$ cat src/sv/crc16_serial_frame_builder_unit_macros.svh
// ----------------------------------------------------------------------------
// CRC16 serial frame builder assertion macros
// Shared concurrent assertion wrappers; the user module supplies clk and rst_n.
// ----------------------------------------------------------------------------
`ifndef CRC16_SERIAL_FRAME_BUILDER_UNIT_MACROS_SVH
`define CRC16_SERIAL_FRAME_BUILDER_UNIT_MACROS_SVH

// check outside reset
`define CRCSF_ASSERT(lbl, prop) \
    lbl: assert property (@(posedge clk) disable iff (!rst_n) (prop)) \
        else $error("crc16 frame builder check failed");

// check on every edge, reset included
`define CRCSF_ASSERT_ALWAYS(lbl, prop) \
    lbl: assert property (@(posedge clk) (prop)) \
        else $error("crc16 frame builder check failed");

`endif

$ cat src/sv/crcsf_pkg.sv
// ----------------------------------------------------------------------------
// CRC16 serial frame builder package
// Frame constants, byte slot codes and the CRC-16/MODBUS byte update.
// ----------------------------------------------------------------------------
`default_nettype none

package crcsf_pkg;

    localparam int PAYLOAD_COUNT = 32;
    localparam int EFF_COUNT_INT = (PAYLOAD_COUNT < 2) ? 2 :
                                   ((PAYLOAD_COUNT > 255) ? 255 : PAYLOAD_COUNT);

    localparam logic [7:0]  EFF_COUNT = EFF_COUNT_INT[7:0];
    localparam logic [15:0] CRC_INIT  = 16'hFFFF;
    localparam logic [15:0] CRC_POLY  = 16'hA001;
    localparam logic [7:0]  HDR_SYNC0 = 8'hA5;
    localparam logic [7:0]  HDR_SYNC1 = 8'h5A;
    localparam logic [7:0]  HDR_PAD   = 8'h00;
    localparam logic [7:0]  TRAILER   = 8'hFF;

    typedef logic [7:0] byte_t;

    typedef enum logic [2:0] {
        SLOT_SYNC0   = 3'd0,
        SLOT_SYNC1   = 3'd1,
        SLOT_COUNT   = 3'd2,
        SLOT_PAD     = 3'd3,
        SLOT_PAYLOAD = 3'd4,
        SLOT_CRC_HI  = 3'd5,
        SLOT_CRC_LO  = 3'd6,
        SLOT_TRAILER = 3'd7
    } slot_t;

    function automatic logic [15:0] crc_feed(input logic [15:0] crc_in, input byte_t data);
        logic [15:0] crc;
        crc = crc_in ^ {8'h00, data};
        for (int k = 0; k < 8; k++) begin
            if (crc[0])
            begin
                crc = (crc >> 1) ^ CRC_POLY;
            end
            else
            begin
                crc = crc >> 1;
            end
        end
        return crc;
    endfunction

    localparam logic [15:0] HDR_CRC =
        crc_feed(crc_feed(crc_feed(crc_feed(CRC_INIT, HDR_SYNC0), HDR_SYNC1),
                          EFF_COUNT), HDR_PAD);

endpackage

`default_nettype wire

$ cat src/sv/crcsf_if.sv
// ----------------------------------------------------------------------------
// CRC16 serial frame builder channels
// Valid/ready item channels for source bytes and frame bytes.
// ----------------------------------------------------------------------------
`default_nettype none

interface crcsf_in_if;
    logic       valid;
    logic       ready;
    logic [7:0] random_byte;

    modport source (output valid, output random_byte, input ready);
    modport sink   (input valid, input random_byte, output ready);
endinterface

interface crcsf_out_if;
    logic       valid;
    logic       ready;
    logic [7:0] frame_byte;
    logic       last_of_frame;

    modport source (output valid, output frame_byte, output last_of_frame, input ready);
    modport sink   (input valid, input frame_byte, input last_of_frame, output ready);
endinterface

`default_nettype wire

$ cat src/sv/crc16_serial_frame_builder_unit.sv
// ----------------------------------------------------------------------------
// CRC16 serial frame builder
// Turns source bytes into framed requests: header, one payload bit per item,
// CRC-16/MODBUS high and low byte, trailer.
// ----------------------------------------------------------------------------
//  channel    | direction | payload
//  -----------+-----------+----------------------------------
//  item_in    | sink      | random_byte[7:0]
//  item_out   | source    | frame_byte[7:0], last_of_frame
//
//  One frame byte leaves per cycle while item_out is ready; an input item
//  yields one byte mid-frame, five on a frame's first item, four on its last,
//  set by the burst register that holds one item's results while they drain.
//  A new item is taken in the cycle its predecessor's final byte is taken.
//  Reset clears the frame position and the burst register; CRC starts at FFFF.
//  Output stalls hold the burst and the input ready low.
// ----------------------------------------------------------------------------
`default_nettype none
`include "crc16_serial_frame_builder_unit_macros.svh"

module crc16_serial_frame_builder_unit (
    input  wire logic   clk,
    input  wire logic   rst_n,
    crcsf_in_if.sink    item_in,
    crcsf_out_if.source item_out
);
    import crcsf_pkg::*;

    logic        valid_reg;
    logic        hdr_reg;
    logic        last_reg;
    logic        bit_reg;
    logic [15:0] crc_out_reg;
    logic [2:0]  idx_reg;
    logic [7:0]  pos_reg;
    logic [15:0] crc_reg;

    logic        in_acc;
    logic        out_acc;
    logic        done;
    slot_t       slot;
    logic [2:0]  slot_code;
    logic [2:0]  end_code;
    logic [7:0]  pos_inc;
    logic        close_frame;
    logic [15:0] crc_start;
    logic [15:0] crc_new;
    byte_t       out_byte;

    assign slot_code = hdr_reg ? idx_reg : (idx_reg + 3'd4);
    assign slot      = slot_t'(slot_code);
    assign end_code  = last_reg ? 3'(SLOT_TRAILER) : 3'(SLOT_PAYLOAD);
    assign done      = (slot_code == end_code);

    assign item_in.ready  = !valid_reg || (item_out.ready && done);
    assign in_acc         = item_in.valid && item_in.ready;
    assign out_acc        = item_out.valid && item_out.ready;

    assign pos_inc     = pos_reg + 8'd1;
    assign close_frame = (pos_inc >= EFF_COUNT);
    assign crc_start   = (pos_reg == 8'd0) ? HDR_CRC : crc_reg;
    assign crc_new     = crc_feed(crc_start, {7'd0, item_in.random_byte[0]});

    always_comb
    begin
        unique case (slot)
            SLOT_SYNC0:   out_byte = HDR_SYNC0;
            SLOT_SYNC1:   out_byte = HDR_SYNC1;
            SLOT_COUNT:   out_byte = EFF_COUNT;
            SLOT_PAD:     out_byte = HDR_PAD;
            SLOT_PAYLOAD: out_byte = {7'd0, bit_reg};
            SLOT_CRC_HI:  out_byte = crc_out_reg[15:8];
            SLOT_CRC_LO:  out_byte = crc_out_reg[7:0];
            SLOT_TRAILER: out_byte = TRAILER;
            default:      out_byte = TRAILER;
        endcase
    end

    assign item_out.valid         = valid_reg;
    assign item_out.frame_byte    = out_byte;
    assign item_out.last_of_frame = (slot == SLOT_TRAILER);

    always_ff @(posedge clk or negedge rst_n)
    begin
        if (!rst_n)
        begin
            valid_reg <= 1'b0;
            idx_reg   <= 3'd0;
            pos_reg   <= 8'd0;
            crc_reg   <= CRC_INIT;
            hdr_reg   <= 1'b0;
            last_reg  <= 1'b0;
        end
        else
        begin
            if (in_acc)
            begin
                valid_reg <= 1'b1;
                idx_reg   <= 3'd0;
                hdr_reg   <= (pos_reg == 8'd0);
                last_reg  <= close_frame;
                pos_reg   <= close_frame ? 8'd0 : pos_inc;
                crc_reg   <= close_frame ? CRC_INIT : crc_new;
            end
            else if (out_acc)
            begin
                if (done)
                begin
                    valid_reg <= 1'b0;
                end
                else
                begin
                    idx_reg <= idx_reg + 3'd1;
                end
            end
        end
    end

    always_ff @(posedge clk)
    begin
        if (in_acc)
        begin
            bit_reg     <= item_in.random_byte[0];
            crc_out_reg <= crc_new;
        end
    end

    `CRCSF_ASSERT(a_in_then_out, in_acc |=> item_out.valid)
    `CRCSF_ASSERT(a_trailer_closed, (out_acc && item_out.last_of_frame) |-> (pos_reg == 8'd0))
    `CRCSF_ASSERT(a_trailer_byte, item_out.last_of_frame |-> (item_out.frame_byte == TRAILER))
    `CRCSF_ASSERT_ALWAYS(a_idle_ready, !valid_reg |-> item_in.ready)

endmodule

`default_nettype wire
$ cat src/flat_wrapper.sv
// flat-port wrapper written by rule: the top's interface ports become plain ports
module crc16_serial_frame_builder_unit_flat import crcsf_pkg::*;
  (clk, rst_n, item_in_valid, item_in_random_byte, item_in_ready, item_out_valid, item_out_frame_byte, item_out_last_of_frame, item_out_ready);
  crcsf_in_if item_in_i ();
  crcsf_out_if item_out_i ();
  input  wire logic clk;
  input  wire logic rst_n;
  input wire logic [$bits(item_in_i.valid)-1:0] item_in_valid;
  input wire logic [$bits(item_in_i.random_byte)-1:0] item_in_random_byte;
  output wire logic [$bits(item_in_i.ready)-1:0] item_in_ready;
  output wire logic [$bits(item_out_i.valid)-1:0] item_out_valid;
  output wire logic [$bits(item_out_i.frame_byte)-1:0] item_out_frame_byte;
  output wire logic [$bits(item_out_i.last_of_frame)-1:0] item_out_last_of_frame;
  input wire logic [$bits(item_out_i.ready)-1:0] item_out_ready;
  assign item_in_i.valid = item_in_valid;
  assign item_in_i.random_byte = item_in_random_byte;
  assign item_in_ready = item_in_i.ready;
  assign item_out_valid = item_out_i.valid;
  assign item_out_frame_byte = item_out_i.frame_byte;
  assign item_out_last_of_frame = item_out_i.last_of_frame;
  assign item_out_i.ready = item_out_ready;
  crc16_serial_frame_builder_unit u_core (.clk(clk), .rst_n(rst_n), .item_in(item_in_i), .item_out(item_out_i));
endmodule
$ cat config.mk
export PLATFORM = sky130hd
export DESIGN_NAME = crc16_serial_frame_builder_unit_flat
export DESIGN_NICKNAME = d
export VERILOG_FILES = /design/src/sv/crcsf_pkg.sv /design/src/sv/crcsf_if.sv /design/src/sv/crc16_serial_frame_builder_unit.sv /design/src/flat_wrapper.sv
export VERILOG_INCLUDE_DIRS = /design/src /design/src/sv
export SDC_FILE = /design/constraint.sdc
export NUM_CORES = 1
export LEC_CHECK = 0
export ABC_AREA = 1
export BUFFER_PORTS_ARGS = -buffer_cell sky130_fd_sc_hd__buf_2
export CAP_MARGIN = 20
export CORE_MARGIN = 5
export CORE_UTILIZATION = 55
export DETAILED_ROUTE_END_ITERATION = 10
export GPL_ROUTABILITY_DRIVEN = 0
export PLACE_DENSITY_LB_ADDON = 0.12
export RECOVER_POWER = 50
export SLEW_MARGIN = 30
export SYNTH_ARGS = -nofsm -noshare
export SYNTH_HDL_FRONTEND = slang
export SYNTH_SLANG_ARGS = --single-unit
$ cat constraint.sdc
create_clock -name clk -period 4.75 [get_ports clk]
set_input_delay 0.7125 -clock clk [delete_from_list [all_inputs] [get_ports clk]]
set_output_delay 0.7125 -clock clk [all_outputs]
set_load 0.01 [all_outputs]
* Word-level counts from Yosys, hierarchy flattened
Index checks and enable logic that the tools add are counted.
Operators by class: add/sub/neg operators 3, $mul 0, divide/modulo/power cells 0, order comparisons 1, eq/ne operators 9, shift-type cells 0, muxes and demuxes 20, bitwise operators 9, reduce and logical (&&, ||, !) cells 11
Operators by type and width (number):
- 16-bit two-way mux | 10
- 8-bit one-hot mux with 8 select lines | 1
- 2-bit inverter with 3-bit output | 8
- 16-bit by 1-bit XOR with 16-bit output | 1
- 3-bit equality test (second input constant) | 4
- 3-bit two-way mux | 4
- 8-bit by 1-bit adder with 8-bit output (second input constant) | 1
- 8-bit by 6-bit >= comparator with 1-bit output (second input constant) | 1
- 8-bit logical NOT | 1
- 8-bit two-way mux | 1
- 3-bit by 2-bit equality test with 1-bit output (second input constant) | 2
- 2-bit AND reduction | 2
- 2-bit nonzero test | 2
- 3-bit by 1-bit adder with 3-bit output (second input constant) | 1
- 3-bit adder (second input constant) | 1
- 3-bit by 1-bit equality test with 1-bit output (second input constant) | 1
- 3-bit equality test | 1
- 1-bit logical AND | 3
- 3-bit logical NOT | 1
- 1-bit two-way mux | 3
- 2-bit two-way mux | 1
- 2-bit by 1-bit inequality test with 1-bit output (second input constant) | 1
- 1-bit logical NOT | 1
- 1-bit logical OR | 1
Storage, ports and cells: register bits after elaboration 47, bits in latches 0, RAM bits 0, memory bits (read-only) 0, input bits 12, output and inout bits 11, word-level logic and storage cells 61, memories kept 0

* Logic depth before layout (Yosys ltp)
Gate-level depths: netlist of the first run.
depth in word-level cells 20, mapped depth 22, depth with buffers taken out 21

* Least setup slack after synthesis of the first run
No wires, ideal clock.
kind flip-flop to flip-flop, start point register u_core.idx_reg[2], end point register u_core.bit_reg (enable), setup time 387 ps, arrival time 2025 ps, required time 4363 ps, setup slack 2338 ps, cell stages (with the launch flop) 12, buffers on the path 1, clock period less this slack 2412 ps, cells stage by stage dfrtp_1 -> inv_2 -> or2_2 -> nand2_1 -> inv_1 -> nand3_1 -> nand2_1 -> inv_2 -> nor2_1 -> nand2_1 -> inv_1 -> clkbuf_1
Between the ends: cells in the longest elaborated chain, start to end 6
Ends and longest elaborated chain:
- start: declaration | RTL line crc16_serial_frame_builder_unit.sv:34 | logic [2:0] idx_reg;
- start signal: assignment | RTL line crc16_serial_frame_builder_unit.sv:113 | idx_reg <= idx_reg + 3'd1;
- 3-bit adder | RTL line crc16_serial_frame_builder_unit.sv:50 | assign slot_code = hdr_reg ? idx_reg : (idx_reg + 3'd4);
- 3-bit two-way mux * | RTL line crc16_serial_frame_builder_unit.sv:50
- 3-bit equality test * | RTL line crc16_serial_frame_builder_unit.sv:53 | assign done = (slot_code == end_code);
- 1-bit logical AND * | RTL line crc16_serial_frame_builder_unit.sv:55 | assign item_in.ready = !valid_reg || (item_out.ready && done);
- 1-bit logical OR * | RTL line crc16_serial_frame_builder_unit.sv:55
- via item_in_ready | RTL line flat_wrapper.sv:10 | output wire logic [$bits(item_in_i.ready)-1:0] item_in_ready;
- 1-bit logical AND * | RTL line crc16_serial_frame_builder_unit.sv:56 | assign in_acc = item_in.valid && item_in.ready;
- via u_core.in_acc | RTL line crc16_serial_frame_builder_unit.sv:38 | logic in_acc;
- end signal: assignment | RTL line crc16_serial_frame_builder_unit.sv:123 | bit_reg <= item_in.random_byte[0];
- end: declaration | RTL line crc16_serial_frame_builder_unit.sv:32 | logic bit_reg;
The timed path passes the listed nets; every way through them passes the cells marked *. A chain may end at the register's enable or synchronous reset.

* Final worst setup path of the first run
start point register u_core.pos_reg[0], end point register u_core.crc_out_reg[13] (data pin)
Between the ends: cells in the longest elaborated chain, start to end 13, elaborated cells between the ends (all ways) 19, classes of those cells mux: 9; bitwise: 9; reduce/logical: 1
Ends and longest elaborated chain:
- start: declaration | RTL line crc16_serial_frame_builder_unit.sv:35 | logic [7:0] pos_reg;
- start signal: assignment | RTL line crc16_serial_frame_builder_unit.sv:102 | pos_reg <= close_frame ? 8'd0 : pos_inc;
- 8-bit logical NOT * | RTL line crc16_serial_frame_builder_unit.sv:61 | assign crc_start = (pos_reg == 8'd0) ? HDR_CRC : crc_reg;
- 16-bit two-way mux * | RTL line crc16_serial_frame_builder_unit.sv:61
- 16-bit by 1-bit XOR with 16-bit output * | RTL line crcsf_pkg.sv:36 | crc = crc_in ^ {8'h00, data};
- 16-bit two-way mux * (4 in series) | RTL line crcsf_pkg.sv:38 | if (crc[0])
- 2-bit inverter with 3-bit output (no source line) / 16-bit two-way mux (equally long branches)
- 16-bit two-way mux * (3 in series) | RTL line crcsf_pkg.sv:38
- 2-bit inverter with 3-bit output (no source line)
- 16-bit two-way mux * | RTL line crcsf_pkg.sv:38
- via u_core.crc_new[13] | RTL line crc16_serial_frame_builder_unit.sv:47 | logic [15:0] crc_new;
- end signal: assignment | RTL line crc16_serial_frame_builder_unit.sv:124 | crc_out_reg <= crc_new;
- end: declaration | RTL line crc16_serial_frame_builder_unit.sv:33 | logic [15:0] crc_out_reg;
Marks and branches as above.

==> summary.md, run 1 <==
| Metric | Value |
|---|---|
| R2r setup slk | 1730 ps |
| Bufs on Longest Clock Path | 2 |
| Post-synth EDFFs | 17 |
| Yosys top cell area share | 19.6% |
| Via density | 5.24 |
| Hold Vio Cnt, Final | 0 |
| Total track usage | 17.9% |
| Worst Tran Pin Value | 1600 ps |
| Async SR Flop Fraction | 63.8% |
| Max-slew violations | 31 |
| HPWL Detailed | 3640 um |
| Min cycle time layout | 3020 ps |
| Setup ws final | 1730 ps |
| Final setup skew | 10.6 ps |
| Vias | 1876 |
| Sequential area share after synthesis | 49.2% |
| Share of layout cells above drive strength 1 | 23.7% |
| Most numerous cell in the Yosys netlist | nand2_1 |
| Post-layout power | 0.00241 W |
| Failing checks | capacitance limit, slew limit |
| Residual DRC count | 0 |
| Synth cell count leaders | 48 x nand2_1, 44 x inv_1, 22 x nand3_1 |
| First-pass GRT wire length | 8600 um |
| Largest area contributor in the netlist | edfxtp_1 |
| Kind of critical path | flop to flop |
| Place WS | 2040 ps |
| Largest cells by area after synthesis | edfxtp_1 20%, dfstp_2 16%, dfrtp_1 13%, nand3_2 7.3%, nand2_1 6.9% |
| DRT Pass-1 Iters | 4 |
| Relative slew margins | -6.56% |
| WP data arrival | 3080 ps |
| P&R area growth vs syn | 7.45% |
| Top_reg_cell synth | edfxtp_1 |
| Die W | 78.8 um |
| Port Buf Inserts | 15 |
| Max-cap violation count | 1 |
| Die area | 6210 um^2 |
| Yosys reg bits | 47 |
| Synthesized net count | 304 |
| Core box area | 4660 um^2 |
| Vias in the first global route | 1892 |
| Non-filler instance count after layout | 358 |
| Clock Latency Late Sink | 300 ps |
| Final setup fails | 0 |
| Effective utilization at floorplan | 55.9% |
| CTS root buf | clkbuf_8 |
| Maximum VDD drop | 0.000385 V |
| Synth Cell Area | 2600 um^2 |
| Critical Path Sink Type | flop |
| Synthesized area per cell | 9.10 um^2 |
| Worst setup SP type | flop |
| Ant diodes | 0 |
| Fillcell total | 429 |
| CTS H-tree lvls | 2 |
| CTS buffer count | 5 |
| Hold_buf cts | 0 |
| # IOs | 23 |
| Largest fanout on the critical path | 11 |
| Ys Warns | 0 |
| Clk sinks | 47 |
| WL/cell | 13.8 um |
| Setup bufs post-CTS | 0 |
| Largest net degree at the start of global routing | 37 |
| Leak | 1.33 nW |
| Placed insts | 350 |
| Setup TNS | 0 ps |
| Post-route antenna net violation count | 0 |
| Final wirelength | 4930 um |
| Status | finished with violations |
| Final nets | 321 |
| Pwr/cell area | 862 nW/um^2 |
| Tcrit/Tclk final | 63.5% |
| Worst min path class | flop to flop |
| Critical Path RT | 4810 ps |
| Initial DRC Count | 99 |
| Initial antenna violation count | 0 |
| Die Span Y | 78.8 um |
| Synthesized instance count | 286 |
| TritonCTS clock tree | done |
| Worst-path clk slew | 90 ps |
| Gates resized, CTS repair | 0 |
| Total grt overflow | 0 |
| Max Freq | 0.332 GHz |
| Post-synthesis cell type count | 32 |
| RSZ-0062 raised after global routing | no |
| # rows | 25 |
[cells by family after synthesis]
| logic type | synth area share, % |
|---|---|
| flops | 49.2 |
| compound gates | 9.37 |
| fa+ha+maj | 2.88 |
| simple gates | 27.8 |
| xor+xnor | 2.35 |
| buf+inv | 8.41 |
[cell usage in the layout (no fill, tap or decap), types with 4 or more instances in the layout]
cell type	netlist	layout
a21oi_1	7	7
nand3_1	22	24
nand2_2	10	8
inv_1	44	45
or2_2	4	4
inv_2	7	6
o21ai_0	14	14
o22ai_1	8	8
clkbuf_8	0	5
buf_2	1	10
dfrtp_1	14	14
a221o_1	4	4
clkbuf_1	3	5
ha_1	6	6
nand2_1	48	51
dfstp_2	16	16
nor2_1	16	18
nand3_2	19	17
xnor2_1	4	4
edfxtp_1	17	17
[metrics by stage]
stage | cell area (um^2) | hold slack (ps) | utilization [%]
after detailed placement | 2720 | 471 | 58.3
after global placement | 2720 | 464 | 58.3
after floorplan | 2600 | 417 | -
after CTS | 2830 | 464 | 60.8
final | 2800 | 478 | 60.0
after global routing | 2800 | 524 | 60.0
[critical path, stage by stage (launching register included)]
cell,delay (ps)
dfrtp_1,380
inv_1,100
ha_1,190
nand2_2,50
nor2_1,90
nand2_1,260
nand2_1,170
nand2_1,90
nand3_1,130
nand2_1,180
nand2_1,190
nand3_1,170
nand3_2,140
nand3_2,90
nand2_1,150
nand2_4,90
nand3_4,80
nand2_2,90
nand2_2,80
nand2_1,60
[worst paths after layout]
| check | cells after the start | endpoint | from |
|---|---|---|---|
| max in group asynchronous | 1 | u_core.pos_reg[0]$_DFFE_PN0P_ | rst_n |
| max reg2reg | 19 | u_core.crc_out_reg[13]$_DFFE_PP_ | u_core.pos_reg[0]$_DFFE_PN0P_ |
| max | 19 | u_core.crc_out_reg[13]$_DFFE_PP_ | u_core.pos_reg[0]$_DFFE_PN0P_ |
| min in group asynchronous | 1 | u_core.idx_reg[2]$_DFFE_PN0P_ | rst_n |
| min | 2 | u_core.crc_reg[5]$_DFFE_PN1P_ | u_core.crc_reg[5]$_DFFE_PN1P_ |
| min reg2reg | 2 | u_core.crc_reg[5]$_DFFE_PN1P_ | u_core.crc_reg[5]$_DFFE_PN1P_ |
[area by class of cell]
type                    instances  area, um^2  area share, %
clock buffers                   5        68.8           2.46
clock inverters                 3        43.8           1.57
inverters                      51         191           6.84
multi-input cells             183        1080           38.5
flip-flops and latches         47        1280           45.8
well taps                      54        67.6           2.42
repair buffers                 15        68.8           2.46
[where the power goes]
part	internal [W]	leakage (nW)	total, W	switching [W]
Sequential	0.000684	0.498	0.000752	0.0000678
Combinational	0.000480	0.770	0.00136	0.000882
Clock	0.000157	0.0581	0.000296	0.000139
[layer usage]
layer / up-vias / share of wire (%) / track usage, %
li1: 975 / - / -
met1: 871 / 49 / 23.5
met2: 25 / 47 / 30.0
met3: 5 / 3.4 / 3.06
met4: 0 / 1.2 / 6.29
met5: - / 0 / 0
(Power assumes the default switching activity.)
==> run 2, diff against run 1 <==
--- a/config.mk
+++ b/config.mk
@@ -6,7 +6,7 @@
 export SDC_FILE = /design/constraint.sdc
 export NUM_CORES = 1
 export LEC_CHECK = 0
-export ABC_AREA = 1
+export ABC_AREA = 0
 export BUFFER_PORTS_ARGS = -buffer_cell sky130_fd_sc_hd__buf_2
 export CAP_MARGIN = 20
 export CORE_MARGIN = 5
==> constraint.sdc (replaced) <==
create_clock -name clk -period 3.1 [get_ports clk]
set_input_delay 0.465 -clock clk [delete_from_list [all_inputs] [get_ports clk]]
set_output_delay 0.465 -clock clk [all_outputs]
set_load 0.01 [all_outputs]
==> summary.md, run 2 <==
| Metric | Value |
|---|---|
| Status | finished with violations |
| Failing checks | capacitance limit, slew limit |
| Most frequent cells in the layout | 21 x o21ai_0, 20 x nand2_1, 17 x edfxtp_1 |
| WL/cell | 16.3 um |
| R2r setup slk | 840 ps |
| Placement Cell Area | 2500 um^2 |
| Min cycle time layout | 2450 ps |
| Die Span Y | 76.0 um |
| Async SR Flop Fraction | 63.8% |
| Via density | 5.75 |
| CTS root buf | clkbuf_8 |
| Crit path cell chain | inv_1, ha_1, a2111oi_0, nor2_1, o21ai_0, buf_2 |
| Gates resized, CTS repair | 0 |
| CTS buffer count | 5 |
| Synth Area in Adders | 3.13% |
| Largest area contributor in the netlist | edfxtp_1 |
| Reg2Reg Launch Point | u_core.idx_reg[1]$_DFFE_PN0P_ |
| TritonCTS clock tree | done |
| Bufs on Longest Clock Path | 2 |
| Worst Reg-to-Reg Cells | 6 |
| RSZ-0062 raised after global routing | no |
| Setup ws final | 650 ps |
| Largest cells by area after synthesis | edfxtp_1 21%, dfstp_2 18%, dfrtp_1 15%, o21ai_0 4.4%, xnor2_1 3.3% |
| Synth Area in Compound Gates | 17.3% |
| Post-synthesis cell type count | 46 |
| Combinational family with the most area after synthesis | compound AO/OA/AOI/OAI gates |
| Worst R2R End | u_core.crc_reg[8]$_DFFE_PN1P_ |
| Yosys reg bits | 47 |
| Clock Latency Late Sink | 290 ps |
| Tcrit/Tclk final | 79.0% |
| Synthesized instance count | 215 |
| Worst min path class | input port to flop |
| Register Area | 1280 um^2 |
| Total grt overflow | 0 |
| Synth cell count leaders | 21 x o21ai_0, 20 x nand2_1, 17 x edfxtp_1 |
| Critical Path RT | 2630 ps |
| Switching share of total power | 39.1% |
| Initial DRC Count | 159 |
| Core Util, Final | 60.6% |
| Sequential area share after synthesis | 53.4% |
| Vias | 1622 |
| Multiplexer area fraction after synthesis | 0.417% |
| Post-route antenna net violation count | 0 |
| Area occupied by multi-input gates | 1020 um^2 |
| Fillcell total | 367 |
| Share of layout cells above drive strength 1 | 20.0% |
| Sequential fraction of design power | 36.1% |
| Ys Warns | 0 |
| Slowest stage delay, CP | 460 ps |
| Final setup fails | 0 |
| Hold Vio Cnt, Final | 0 |
| Setup bufs post-CTS | 0 |
| Kind of critical path | flop to primary output |
| Synthesized area per cell | 11.2 um^2 |
| Most numerous cell in the Yosys netlist | o21ai_0 |
| CTS H-tree lvls | 2 |
| WP data arrival | 1980 ps |
| Die W | 76.0 um |
| Effective utilization at floorplan | 55.9% |
| Final setup skew | 4.44 ps |
| Combinational Power Share | 50.6% |
| Residual DRC count | 0 |
| Setup crit start | u_core.idx_reg[0]$_DFFE_PN0P_ |
| Max Freq | 0.408 GHz |
| Post-synth EDFFs | 17 |
| Internal power | 0.00203 W |
| NetSw | 0.00130 W |
| Yosys top cell area share | 21.3% |
| Start point of the worst hold path | item_in_valid |
| Setup TNS | 0 ps |
| Worst Tran Pin Value | 1530 ps |
| Ant diodes | 0 |
| Vias in the first global route | 1679 |
| Port Buf Inserts | 15 |
| Critical Path Sink Type | primary output |
| Synth Area in XOR/XNOR | 8.61% |
| DRT Pass-1 Iters | 4 |
| Synth Cell Area | 2400 um^2 |
| Die area | 5780 um^2 |
| Largest net degree at the start of global routing | 36 |
| HPWL Detailed | 3360 um |
| Relative slew margins | -2.14% |
| Maximum VDD drop | 0.000730 V |
| Core box area | 4290 um^2 |
| First-pass GRT wire length | 8050 um |
| Simple-gate portion of the synthesized area | 13.3% |
| Place WS | 838 ps |
| Clock share of power | 13.3% |
| Worst setup SP type | flop |
| Total track usage | 16.9% |
| Commonest non-fill, non-tap cell in the layout | o21ai_0 |
| Post-layout power | 0.00333 W |
| Leak | 1.13 nW |
| Max-cap violation count | 1 |
| # IOs | 23 |
| Initial antenna violation count | 0 |
| Min-Delay Path Depth | 2 |
| Final wirelength | 4600 um |
| Post-route cell area | 2600 um^2 |
| # rows | 24 |
| Hold_buf cts | 0 |
| Synthesized net count | 233 |
| Final nets | 247 |
| Pwr/cell area | 1280 nW/um^2 |
| Crit-path slowest cell | dfrtp_1 |
| Crit path capture | item_out_frame_byte[7] |
| Max-slew violations | 31 |
| P&R area growth vs syn | 8.50% |
| Clk sinks | 47 |
| Worst-path clk slew | 90 ps |
| Top_reg_cell synth | edfxtp_1 |
| Largest fanout on the critical path | 9 |
[run 2: kinds of logic (layout without fill, tap and decap cells)]
family,count (synthesis),after routing
compound gates,60,60
flops,47,47
simple gates,63,63
xor+xnor,17,17
mux,1,1
fa+ha+maj,6,6
buf+inv,21,36
[run 2: per-layer routing]
| layer | track usage, % | up-vias | part of all wire [%] |
|---|---|---|---|
| li1 | - | 802 | - |
| met1 | 23.0 | 781 | 46 |
| met2 | 27.1 | 35 | 49 |
| met3 | 3.31 | 4 | 4.3 |
| met4 | 5.69 | 0 | 0.91 |
| met5 | 0 | - | 0 |
[run 2: final cells by class]
cell class	count	share of cell area, %
Clock buffer	5	2.64
Clock inverter	3	1.68
Inverter	12	1.73
Multi-Input combinational cell	147	39.2
Sequential cell	47	49.2
Tap cell	52	2.50
Timing Repair Buffer	16	3.03
[run 2: critical path, delay by kind of cell (launching register included)]
| family | cells | cell delay (ps) |
|---|---|---|
| flops | 1 | 460 |
| compound gates | 2 | 490 |
| simple gates | 1 | 140 |
| buf+inv | 2 | 280 |
| fa+ha+maj | 1 | 330 |
[run 2: worst min-delay path by stage]
stage | endpoint
floorplan | u_core.hdr_reg$_DFFE_PN0P_
global placement | u_core.last_reg$_DFFE_PN0P_
detailed placement | u_core.crc_reg[12]$_DFFE_PN1P_
CTS | u_core.pos_reg[3]$_DFFE_PN0P_
global route | u_core.item_out.valid$_DFFE_PN0P_
finish | u_core.item_out.valid$_DFFE_PN0P_
[run 2: power groups by stage]
stage / Clock, W / Combinational, W / Sequential, W
after floorplan: 0 / 0.00131 / 0.00116
after global placement: 0 / 0.00163 / 0.00119
after detailed placement: 0 / 0.00169 / 0.00121
after CTS: 0.000454 / 0.00170 / 0.00120
after global routing: 0.000490 / 0.00186 / 0.00123
final: 0.000442 / 0.00168 / 0.00120
[run 2: metrics by stage]
stage | cells | hold WS (ps)
2_1_floorplan | 215 | 169
3_3_place_gp | 274 | 495
3_5_place_dp | 274 | 501
4_1_cts | 282 | 208
5_1_grt | 282 | 426
6_report | 282 | 419
==> run 3, diff against run 2 <==
==> constraint.sdc (replaced) <==
create_clock -name clk -period 2.35 [get_ports clk]
set_input_delay 0.3525 -clock clk [delete_from_list [all_inputs] [get_ports clk]]
set_output_delay 0.3525 -clock clk [all_outputs]
set_load 0.01 [all_outputs]
==> summary.md, run 3 (synthesis gave the netlist of run 2 again) <==
| Metric | Value |
|---|---|
| Status | finished with violations |
| Failing checks | capacitance limit, slew limit |
| Die area | 5780 um^2 |
| Setup bufs post-CTS | 0 |
| Worst setup SP type | flop |
| Area occupied by multi-input gates | 1030 um^2 |
| Effective utilization at floorplan | 55.9% |
| Final setup skew | 1.75 ps |
| Total track usage | 16.3% |
| CTS H-tree lvls | 2 |
| Largest net degree at the start of global routing | 36 |
| Fillcell total | 359 |
| Post-route cell area | 2600 um^2 |
| Share of layout cells above drive strength 1 | 21.1% |
| Die W | 76.0 um |
| Setup TNS | 0 ps |
| WL/cell | 15.5 um |
| Clk sinks | 47 |
| First-pass GRT wire length | 7750 um |
| Leak | 1.11 nW |
| # rows | 24 |
| Post-route antenna net violation count | 0 |
| Setup ws final | 204 ps |
| Vias | 1622 |
| Residual DRC count | 0 |
| # IOs | 23 |
| Pwr/cell area | 1660 nW/um^2 |
| Kind of critical path | flop to primary output |
| HPWL Detailed | 3240 um |
| R2r setup slk | 270 ps |
| Final setup fails | 0 |
| Post-layout power | 0.00431 W |
| Initial antenna violation count | 0 |
| TritonCTS clock tree | done |
| Ant diodes | 0 |
| Worst min path class | input port to flop |
| Maximum VDD drop | 0.00103 V |
| Worst-path clk slew | 80 ps |
| Min cycle time layout | 2150 ps |
| Most frequent cells in the layout | 22 x o21ai_0, 20 x nand2_1, 17 x edfxtp_1 |
| Bufs on Longest Clock Path | 2 |
| CTS buffer count | 5 |
| Final wirelength | 4420 um |
| Port Buf Inserts | 15 |
| Max-cap violation count | 1 |
| Max-slew violations | 31 |
| Crit path capture | item_out_frame_byte[0] |
| Max Freq | 0.466 GHz |
| Via density | 5.71 |
| Relative slew margins | -3.10% |
| DRT Pass-1 Iters | 5 |
| Clock Latency Late Sink | 300 ps |
| Worst R2R End | u_core.pos_reg[2]$_DFFE_PN0P_ |
| Worst Tran Pin Value | 1550 ps |
| WP data arrival | 1790 ps |
| Initial DRC Count | 112 |
| Critical Path Sink Type | primary output |
| Critical Path RT | 2000 ps |
| Final nets | 249 |
| RSZ-0062 raised after global routing | no |
| Setup crit start | u_core.idx_reg[2]$_DFFE_PN0P_ |
| Register Area | 1280 um^2 |
| Placement Cell Area | 2510 um^2 |
| Commonest non-fill, non-tap cell in the layout | o21ai_0 |
| Place WS | 309 ps |
| Core box area | 4290 um^2 |
| Reg2Reg Launch Point | u_core.idx_reg[1]$_DFFE_PN0P_ |
| CTS root buf | clkbuf_8 |
| Die Span Y | 76.0 um |
| Largest fanout on the critical path | 5 |
| Vias in the first global route | 1623 |
| Worst Reg-to-Reg Cells | 6 |
| Hold Vio Cnt, Final | 0 |
| Total grt overflow | 0 |
| P&R area growth vs syn | 8.24% |
| Tcrit/Tclk final | 91.3% |
run 3: changes by cell type in the layout (fill, tap and decap cells not counted), sizes merged:
cell      before  now
bufinv         1    0
clkbuf         8   10
clkinvlp       0    1
run 3: final cells by class:
| class | count | share of cell area [%] |
|---|---|---|
| Sequential cell | 47 | 49.4 |
| Multi-Input combinational cell | 147 | 39.6 |
| Timing Repair Buffer | 18 | 3.33 |
| Clock buffer | 5 | 2.65 |
| Tap cell | 52 | 2.51 |
| Inverter | 12 | 1.73 |
| Clock inverter | 3 | 0.771 |
run 3: stage by stage:
| stage | util, % | hold WS, ps | cells |
|---|---|---|---|
| finish | 60.5 | 281 | 284 |
| global route | 60.5 | 269 | 284 |
| CTS | 60.7 | 85.2 | 284 |
| detailed placement | 58.6 | 419 | 276 |
| global placement | 58.6 | 410 | 276 |
| floorplan | - | 56.9 | 215 |
run 3: where the power goes:
part / total, W / internal [W] / switching [W]
sequential: 0.00158 / 0.00134 / 0.000237
clock: 0.000474 / 0.000207 / 0.000266
combinational: 0.00226 / 0.00104 / 0.00122
total: 0.00431 / 0.00259 / 0.00172
run 3: repair_timing:
action                     4_1_cts  5_1_grt
hold buffers                     0        0
resized for setup                1        5
setup endpoints to repair        3        4
run 3: routing by layer:
metal / routed length [um] / share of wire (%) / track usage [%] / vias up
met2: 2030 / 46 / 25.1 / 43
met3: 231 / 5.2 / 4.61 / 8
li1: - / - / - / 799
met4: 81 / 1.8 / 6.41 / 0
met5: 0 / 0 / 0 / -
met1: 2070 / 47 / 21.7 / 772
run 3: how the worst min path moves through the flow:
| stage | start | to | slack, ps | cells past startpoint |
|---|---|---|---|---|
| floorplan | rst_n | u_core.hdr_reg$_DFFE_PN0P_ | 60 | 0 |
| global placement | rst_n | u_core.pos_reg[2]$_DFFE_PN0P_ | 410 | 1 |
| detailed placement | rst_n | u_core.pos_reg[0]$_DFFE_PN0P_ | 420 | 1 |
| CTS | rst_n | u_core.pos_reg[0]$_DFFE_PN0P_ | 90 | 1 |
| global route | item_in_valid | u_core.item_out.valid$_DFFE_PN0P_ | 270 | 2 |
| finish | item_in_valid | u_core.item_out.valid$_DFFE_PN0P_ | 280 | 2 |
run 3: worst max-delay path, stage by stage (launching register included):
cell and delay, ps:
dfrtp_1 450, xnor2_1 410, a2111oi_2 130, nor2_1 200, o21ai_0 130, buf_2 170
